## src/gtr_pkg.sv

```systemverilog
// Shared types, codes and helpers of the glyph text renderer.
`timescale 1ns / 1ps
`default_nettype none

package gtr_pkg;

    // Action codes of an input item.
    localparam logic [1:0] ACT_DEFINE = 2'd0;
    localparam logic [1:0] ACT_LOAD   = 2'd1;
    localparam logic [1:0] ACT_DRAW   = 2'd2;
    localparam logic [1:0] ACT_PEN    = 2'd3;

    // Configuration register indexes.
    localparam logic [1:0] CFG_IMAGE_WIDTH  = 2'd0;
    localparam logic [1:0] CFG_IMAGE_HEIGHT = 2'd1;
    localparam logic [1:0] CFG_DRAW_COLOR   = 2'd2;

    localparam int COORD_W = 18;
    localparam int ROW_W   = 32;

    // One glyph metrics entry, with width and height already saturated.
    typedef struct packed {
        logic [5:0]        width;
        logic [5:0]        height;
        logic signed [7:0] off_x;
        logic signed [7:0] off_y;
        logic signed [7:0] adv_x;
        logic signed [7:0] adv_y;
    } glyph_metric_t;

    function automatic logic [COORD_W-1:0] sx8(input logic [7:0] v);
        return {{(COORD_W-8){v[7]}}, v};
    endfunction

    function automatic logic [COORD_W-1:0] sx16(input logic [15:0] v);
        return {{(COORD_W-16){v[15]}}, v};
    endfunction

endpackage

`default_nettype wire

```

## src/gtr_col_window.sv

```systemverilog
// Column window: which of the 32 glyph columns land inside the image.
`timescale 1ns / 1ps
`default_nettype none

module gtr_col_window import gtr_pkg::*; (
    input  wire logic signed [COORD_W-1:0] col_lo,
    input  wire logic signed [COORD_W-1:0] col_hi,
    output logic [ROW_W-1:0]               col_mask
);

    // Glyph column j is visible when col_lo <= j < col_hi; bit 31 is column 0.
    always_comb begin
        for (int j = 0; j < ROW_W; j++) begin
            col_mask[ROW_W-1-j] = ($signed(COORD_W'(j)) >= col_lo) &&
                                  ($signed(COORD_W'(j)) < col_hi);
        end
    end

endmodule

`default_nettype wire

```

## config.mk

```make
export PLATFORM = sky130hd
export DESIGN_NAME = gtr_col_window
export DESIGN_NICKNAME = d
export VERILOG_FILES = /design/src/gtr_pkg.sv /design/src/gtr_col_window.sv
export SDC_FILE = /design/constraint.sdc
export NUM_CORES = 1
export LEC_CHECK = 0
export BUFFER_PORTS_ARGS = -buffer_cell sky130_fd_sc_hd__buf_2
export CORE_AREA = 5 5 71 60
export DETAILED_ROUTE_END_ITERATION = 12
export DIE_AREA = 0 0 76 65
export MAX_ROUTING_LAYER = met4
export SYNTH_ARGS = -nofsm -noshare
export SYNTH_HDL_FRONTEND = slang
export SYNTH_SLANG_ARGS = --single-unit
```

## constraint.sdc

```tcl
create_clock -name vclk -period 1.4
set_input_delay 0.07 -clock vclk [all_inputs]
set_output_delay 0.07 -clock vclk [all_outputs]
set_load 0.02 [all_outputs]
```

## After elaboration in Yosys (flattened, before gate mapping)

Cells that the tools add are included.

- Register bits after elaboration: 0
- Logic and storage cells: 96

- Magnitude comparators: 64
- Reduce and logical (&&, ||, !) cells: 32

Operator list:

| kind | count |
|---|---|
| 6-bit by 18-bit >= comparator with 1-bit output, first input constant | 16 |
| 6-bit by 18-bit < comparator with 1-bit output, first input constant | 16 |
| 5-bit by 18-bit >= comparator with 1-bit output, first input constant | 8 |
| 5-bit by 18-bit < comparator with 1-bit output, first input constant | 8 |
| 4-bit by 18-bit >= comparator with 1-bit output, first input constant | 4 |
| 4-bit by 18-bit < comparator with 1-bit output, first input constant | 4 |
| 3-bit by 18-bit >= comparator with 1-bit output, first input constant | 2 |
| 3-bit by 18-bit < comparator with 1-bit output, first input constant | 2 |
| 1-bit logical AND | 32 |
| 1-bit by 18-bit >= comparator with 1-bit output, first input constant | 1 |
| 2-bit by 18-bit >= comparator with 1-bit output, first input constant | 1 |
| 1-bit by 18-bit < comparator with 1-bit output, first input constant | 1 |
| 2-bit by 18-bit < comparator with 1-bit output, first input constant | 1 |

## Longest topological paths before layout

Gate-level depths: netlist of the first run.

- Depth after elaboration: 2
- Mapped depth: 6

## Worst setup path after synthesis of the first run

No wires, ideal clock.

- Path kind: input-to-output
- From: in col_lo[8]
- To: out col_mask[29]
- Arrival: 1.767 ns
- Slack: -0.437 ns
- Stages on the path: 5
- Cell sequence: or4_4 > nor4_4 > buf_6 > nor2_1 > nor3b_1

- Longest elaborated chain between the ends: 2

RTL lines:

| item | line | text |
|---|---|---|
| from (decl) | gtr_col_window.sv:6 | `input wire logic signed [COORD_W-1:0] col_lo,` |
| 3-bit by 18-bit >= comparator with 1-bit output | gtr_col_window.sv:14 | `col_mask[ROW_W-1-j] = ($signed(COORD_W'(j)) >= col_lo) &&` |
| 1-bit logical AND | gtr_col_window.sv:14 |  |
| to (decl) | gtr_col_window.sv:8 | `output logic [ROW_W-1:0] col_mask` |

Every way passes these cells.

## Worst setup path after layout of the first run

- From: in col_lo[14]
- To: out col_mask[27]

- Longest elaborated chain between the ends: 2

RTL lines:

| item | line |
|---|---|
| 4-bit by 18-bit >= comparator with 1-bit output | gtr_col_window.sv:14 |
| 1-bit logical AND | gtr_col_window.sv:14 |

Every way passes these cells.

==> flow_summary.json, run 1 <==
{
  "crit_required_ps": 1330,
  "gp_congestion": 0.850,
  "synth_area_leaders": "a21oi_1 18%, nor3_1 11%, o21ai_0 7.0%",
  "yosys.area.top_type_share_pct": 18.0,
  "cp-startpoint": "col_lo[14]",
  "outcome": "finished with violations",
  "ctsHoldBuffers": 0,
  "grt_pass1_wl_um": 7170,
  "drc": 0,
  "synth_nets": 211,
  "finalHoldViolCount": 0,
  "p_per_area_nw_per_um2": 268,
  "vias": 1570,
  "rows": 20,
  "p_leak_nw": 0.802,
  "routedWlPerCell_um": 14.7,
  "seq_cells": 0,
  "drive_above_1_share_pct": 62.5,
  "period_minus_slack_ps": 1790,
  "fin_tns_setup_ps": -10080,
  "synthesis.area_um2": 1000,
  "synth_cell_types": 32,
  "cp_common_cell": "buf_6",
  "slew-limit-headroom_pct": 60.8,
  "synthTopCellsByCount": "36 x a21oi_1, 21 x nor3_1, 17 x clkbuf_1",
  "dieArea_um2": 4940,
  "maxCapViolations": 0,
  "setup.worst_path.start_class": "input port",
  "synthCells": 175,
  "core_area_um2": 3580,
  "final_util_pct": 54.1,
  "worstHoldEndpoint": "col_mask[12]",
  "tightest_slew_ps": 588,
  "grt_use_total_pct": 17.4,
  "cp.arrival_ps": 1720,
  "grt_antenna_before_repair": 0,
  "first_iter_violations": 70,
  "regArea_um2": 0,
  "viasPerCell": 5.32,
  "slew_violations": 0,
  "rsz0062_at_grt": "true",
  "place_ws_ps": -372,
  "synth_top_cell_by_area": "a21oi_1",
  "max_stage_delay_ps": 560,
  "finalNonFillerCells": 295,
  "worst_slack_ps": -392,
  "whs_path_depth": 4,
  "first_pass_iters": 4,
  "finalCritPeriodShare_pct": 128,
  "hold_path.class": "in -> out",
  "grt_max_degree": 31,
  "cp-end-kind": "output pin",
  "start_util_pct": 28.0,
  "nClkBuffers": 0,
  "synth.most_common_cell": "a21oi_1",
  "final_nets": 289,
  "setup_viol": 32,
  "postRouteAntennaNets": 0,
  "worstSetupPathType": "in -> out",
  "min_from": "col_lo[17]",
  "fp.dieW_um": 76,
  "grt_pass1_vias": 1543,
  "avgSynthCellArea_um2": 5.72,
  "ys_seq_area_share_pct": 0,
  "overflow": 0,
  "die_h_um": 65,
  "dp_hpwl_um": 3460,
  "cp_cell_sequence": "buf_6 -> or4_4 -> nor4_4 -> buf_4 -> a21oi_2 -> a211oi_4 -> buf_6",
  "io_pins": 68,
  "slowest_stage": "or4_4",
  "violations": "negative setup slack",
  "vdd_drop_max_mv": 0.180,
  "critical_path.max_fanout": 5,
  "syn_to_final_growth_pct": 93.5,
  "drt-total-wl_um": 4330,
  "port_buffers": 68,
  "ys_warn_count": 0,
  "placed_cells": 293,
  "max_freq_mhz": 558,
  "diodes": 0
}
[critical path: cells and delay by family]
family	cells	cell delay, ps
buf+inv	3	460
compound gates	2	310
simple gates	2	880
[per-stage QoR]
step                      power (mW)  area, um^2  hold WS [ps]
after floorplan                0.309        1260           327
after global placement         0.468        1760           634
after detailed placement       0.469        1760           633
after CTS                      0.514        1890           641
after global routing           0.564        1940           660
final                          0.519        1940           645
[logic make-up after synthesis]
kind of cell | after synthesis | synth area share [%]
buf+inv | 26 | 12.4
simple gates | 77 | 42.9
compound gates | 72 | 44.8
[report_power, final]
part / leakage [nW] / internal (mW) / total [mW] / switching, mW
Combinational: 0.802 / 0.221 / 0.519 / 0.298
Clock: 0 / 0 / 0 / 0
Sequential: 0 / 0 / 0 / 0
[per-layer routing]
layer / track usage (%) / up-vias / wire length [um]
li1: - / 798 / -
met2: 31.2 / 59 / 2060
met1: 22.0 / 711 / 1970
met3: 1.53 / 2 / 266
met4: 1.78 / 0 / 26
met5: - / - / 0
[repair_timing]
action                     CTS  global route
setup endpoints to repair   32            32
setup buffers                0             2
gates resized for setup     44             6
hold endpoints to repair     0             0
pin swaps                    5             5
[how the worst max path moves through the flow]
stage	to	slack, ps	cells past startpoint
after floorplan	col_mask[21]	-200	4
after detailed placement	col_mask[7]	-370	7
after CTS	col_mask[3]	-360	7
after global routing	col_mask[3]	-450	7
final	col_mask[27]	-390	7
after global placement	col_mask[8]	-360	7
[cell usage in the layout, fill, tap and decap left out, types with 2 or more instances in the layout]
cell type,synthesis,routed
nor4_2,0,3
o21ai_0,14,13
o21a_1,3,3
nor3_4,0,5
and2_1,3,2
a211oi_2,5,7
a211oi_4,0,5
nand3_1,6,6
buf_2,3,37
or2_2,3,3
inv_1,3,3
nand2_1,10,10
or3_1,4,3
or4_4,2,2
a21oi_1,36,23
nor3_1,21,6
nor2_1,16,15
nor3_2,0,10
buf_4,0,48
a21oi_2,0,13
and2_0,2,2
buf_6,3,14
[final cells by class]
type	count	area [um^2]
well taps	44	55.1
inverters	3	11.3
repair buffers	99	703
fillers	362	1640
multi-input cells	149	1170
(Power assumes the default switching activity.)
==> run 2: changes to the inputs <==
Settings changed: CORE_AREA 5 5 71 60 to 5 5 64 66, DIE_AREA 0 0 76 65 to 0 0 69 71, MAX_ROUTING_LAYER met4 to default.
==> run 2 against run 1 <==
Against the previous run: the flow still finishes with violations (negative setup slack); routed wire length rose by 3.5%; critical endpoint is now col_mask[21]; sequential share of layout area did not move; total power rose by 0.94%; non-clock buffer count fell by 6; design area rose by 1.8%; critical path depth did not move; cell count fell by 0.68%; largest power group unchanged; combinational power rose by 1%; highest routed layer unchanged; via count rose by 1.1%; sequential cell count did not move.
==> flow_summary.json, run 2 (same netlist as run 1, synthesis figures left out) <==
{
  "outcome": "finished with violations",
  "violations": "negative setup slack",
  "diodes": 0,
  "final_nets": 283,
  "core_area_um2": 3520,
  "vias": 1588,
  "clkPwrFrac_pct": 0,
  "dp_hpwl_um": 3460,
  "routedWlPerCell_um": 15.3,
  "placed_cells": 291,
  "gp_congestion": 0.858,
  "cp_cell_sequence": "buf_6 -> or4_4 -> nor4_4 -> buf_6 -> o21ai_2 -> a221oi_2 -> buf_4",
  "cp_common_cell": "buf_6",
  "fin_tns_setup_ps": -9630,
  "tightest_slew_ps": 582,
  "setup_viol": 32,
  "cp-end-kind": "output pin",
  "rows": 22,
  "crit_required_ps": 1330,
  "fp.dieW_um": 69,
  "nClkBuffers": 0,
  "start_util_pct": 28.4,
  "finalHoldViolCount": 0,
  "seqPwrFrac_pct": 0,
  "max_freq_mhz": 569,
  "grt_use_total_pct": 17.3,
  "ctsHoldBuffers": 0,
  "multi_input_area_um2": 1190,
  "switching_power_uw": 301,
  "first_pass_iters": 4,
  "vdd_drop_max_mv": 0.223,
  "viasPerCell": 5.42,
  "seq_cells": 0,
  "slew-limit-headroom_pct": 61.2,
  "dieArea_um2": 4900,
  "grt_pass1_wl_um": 7300,
  "finalNonFillerCells": 293,
  "p_leak_nw": 0.796,
  "finalCritPeriodShare_pct": 126,
  "worstSetupPathType": "in -> out",
  "drc": 0,
  "syn_to_final_growth_pct": 97.0,
  "switching_share_pct": 57.3,
  "p_per_area_nw_per_um2": 266,
  "p_comb_share_pct": 100.0,
  "io_pins": 68,
  "fill_cells": 357,
  "first_iter_violations": 90,
  "slew_violations": 0,
  "postRouteAntennaNets": 0,
  "drive_above_1_share_pct": 62.0,
  "grt_pass1_vias": 1542,
  "drt-total-wl_um": 4480,
  "worst_slack_ps": -358,
  "grt_antenna_before_repair": 0,
  "regArea_um2": 0,
  "critical_path.max_fanout": 3,
  "layout_commonest_cell": "buf_4",
  "overflow": 0,
  "cp.arrival_ps": 1690,
  "setup.worst_path.start_class": "input port",
  "max_stage_delay_ps": 560,
  "hold_path.class": "in -> out",
  "mostFrequentLayoutCells": "39 x buf_4, 34 x buf_2, 22 x a21oi_1",
  "rsz0062_at_grt": "true",
  "port_buffers": 68,
  "grt_max_degree": 31,
  "slowest_stage": "or4_4",
  "period_minus_slack_ps": 1760,
  "intPower_uw": 224,
  "maxCapViolations": 0,
  "die_h_um": 71,
  "place_ws_ps": -379
}
-- run 2: cell types whose count changed in the layout (fill, tap and decap cells not counted), moves of 2 or more --
cell     delta
a21oi_4     +2
buf_4       -9
buf_6       +4
buf_2       -3
-- run 2: power groups by stage --
stage          clock network, mW  logic, mW  registers [mW]
3_5_place_dp                   0      0.462               0
5_1_grt                        0      0.565               0
2_1_floorplan                  0      0.309               0
4_1_cts                        0      0.512               0
3_3_place_gp                   0      0.459               0
6_report                       0      0.524               0
-- run 2: critical path: cells and delay by family --
family          cells  cell delay, ps
compound gates      2             350
simple gates        2             820
buf+inv             3             450
-- run 2: worst paths after layout --
kind	from	end	slack, ps	depth (start not counted)
worst max-delay path	col_lo[7]	col_mask[21]	-360	7
worst min-delay path	col_hi[4]	col_mask[8]	650	4
-- run 2: cell type report --
cell class,count,area share (%)
multi-input cells,149,60.3
repair buffers,93,36.0
well taps,48,3.05
inverters,3,0.571
-- run 2: metal layers --
metal / track usage (%) / share of wire (%)
met5: 0 / 0
met4: 1.95 / 0.36
met3: 1.99 / 6.6
met2: 31.7 / 51
met1: 22.5 / 42
-- run 2: repair_timing --
action                                  4_1_cts  5_1_grt
buffers inserted                              0        1
endpoints found under the setup margin       32       32
cloned                                        0        1
gates resized for setup                      48       11
pin swaps                                     3        6
-- run 2: per-stage QoR --
stage	util, %	power, mW	instance area, um^2	hold WS, ps
6_report	56.0	0.524	1970	645
3_3_place_gp	49.1	0.459	1730	639
5_1_grt	56.0	0.565	1970	674
3_5_place_dp	49.1	0.462	1730	638
2_1_floorplan	-	0.309	1260	327
4_1_cts	53.4	0.512	1880	638
==> run 3: changes to the inputs <==
Settings changed: REMOVE_ABC_BUFFERS from default to 1.
==> run 3 against run 2 <==
Against the previous run: the flow still finishes with violations (negative setup slack); design area fell by 10%; routed wire length decreased by 0.36%; critical endpoint is now col_mask[7]; maximum frequency shrank 5.8%; non-clock buffer count up 1; global-route usage decreased by 0.67 points.
==> flow_summary.json, run 3 (same netlist as run 1, synthesis figures left out) <==
{
  "core_area_um2": 3520,
  "seq_cells": 0,
  "max_freq_mhz": 536,
  "io_pins": 68,
  "p_comb_share_pct": 100.0,
  "maxCapViolations": 0,
  "grt_use_total_pct": 16.7,
  "critical_path.max_fanout": 7,
  "p_per_area_nw_per_um2": 262,
  "finalHoldViolCount": 0,
  "seqPwrFrac_pct": 0,
  "setup_viol": 32,
  "rsz0062_at_grt": "true",
  "final_util_pct": 50.3,
  "ctsHoldBuffers": 0,
  "p_leak_nw": 0.768,
  "placed_area_um2": 1460,
  "vdd_drop_max_mv": 0.171,
  "gp_congestion": 0.894,
  "place_ws_ps": -483,
  "die_h_um": 71,
  "finish.instance_area_um2": 1770,
  "diodes": 0,
  "period_minus_slack_ps": 1870,
  "dp_hpwl_um": 3150,
  "dieArea_um2": 4900,
  "switching_share_pct": 58.4,
  "crit_required_ps": 1330,
  "nClkBuffers": 0,
  "fin_tns_setup_ps": -12320,
  "placed_cells": 289,
  "grt_pass1_vias": 1615,
  "fill_cells": 389,
  "worstSetupPathType": "in -> out",
  "intPower_uw": 194,
  "regArea_um2": 0,
  "drive_above_1_share_pct": 53.7,
  "cp_cell_sequence": "buf_6 -> or4_4 -> nor4b_4 -> buf_4 -> buf_8 -> a21oi_1 -> a211oi_1 -> buf_2",
  "cp_num_buf_inv": 4,
  "setup.worst_path.start_class": "input port",
  "finalNonFillerCells": 294,
  "port_buffers": 68,
  "worst_slack_ps": -466,
  "routedWlPerCell_um": 15.2,
  "power_uw": 465,
  "slew-limit-headroom_pct": 62.9,
  "drc": 0,
  "worst_hold_slack_ps": 600,
  "slowest_stage": "or4_4",
  "grt_antenna_before_repair": 0,
  "hold_path.class": "in -> out",
  "grt_max_degree": 31,
  "first_iter_violations": 120,
  "finalCritPeriodShare_pct": 133,
  "fp.dieW_um": 69,
  "tightest_slew_ps": 556,
  "cp-end-kind": "output pin",
  "outcome": "finished with violations",
  "violations": "negative setup slack",
  "first_pass_iters": 4,
  "rows": 22,
  "overflow": 0,
  "viasPerCell": 5.45,
  "postRouteAntennaNets": 0,
  "grt_pass1_wl_um": 7130,
  "vias": 1603,
  "layout_commonest_cell": "buf_2",
  "slew_violations": 0,
  "critical_path.top_delay_family": "simple AND/OR/NAND/NOR gates",
  "cp.arrival_ps": 1800,
  "clkPwrFrac_pct": 0,
  "final_nets": 284,
  "mostFrequentLayoutCells": "43 x buf_2, 40 x buf_4, 27 x a21oi_1",
  "drt-total-wl_um": 4460,
  "syn_to_final_growth_pct": 77.0,
  "max_stage_delay_ps": 560,
  "switching_power_uw": 271,
  "start_util_pct": 28.4
}
-- run 3: repair_timing --
action / CTS / global route
setup buffers: 1 / 3
endpoints found under the setup margin: 32 / 32
endpoints found under the hold margin: 0 / 0
pin swaps: 5 / 24
gates cloned: 1 / 1
gates resized for setup: 24 / 42
-- run 3: cell type report --
class	count	area, um^2	share of cell area [%]
Multi-Input combinational cell	149	1030	58.0
Timing Repair Buffer	94	673	38.0
Tap cell	48	60.1	3.39
Inverter	3	11.3	0.636
-- run 3: power by group through the flow --
stage / sequential, mW / combinational (mW) / clock [mW]
after global routing: 0 / 0.505 / 0
after detailed placement: 0 / 0.398 / 0
final: 0 / 0.465 / 0
after global placement: 0 / 0.395 / 0
after floorplan: 0 / 0.191 / 0
after CTS: 0 / 0.423 / 0
-- run 3: path summary, 6_finish.rpt --
| kind | from | end | slack, ps | cells past startpoint |
|---|---|---|---|---|
| worst max-delay path | col_lo[14] | col_mask[7] | -470 | 8 |
| worst min-delay path | col_hi[4] | col_mask[12] | 600 | 4 |
-- run 3: worst min-delay path, stage by stage --
cell	delay, ps
buf_2	140
o21ai_0	90
a211oi_1	80
buf_2	150
-- run 3: layer usage --
layer / part of all wire, % / vias up / routed length, um / GRT usage [%]
met5: 0 / - / 0 / 0
met4: 0 / 0 / 0 / 2.60
met3: 5.9 / 0 / 262 / 1.56
met2: 50 / 57 / 2230 / 31.7
met1: 44 / 759 / 1970 / 20.6
li1: - / 787 / - / -
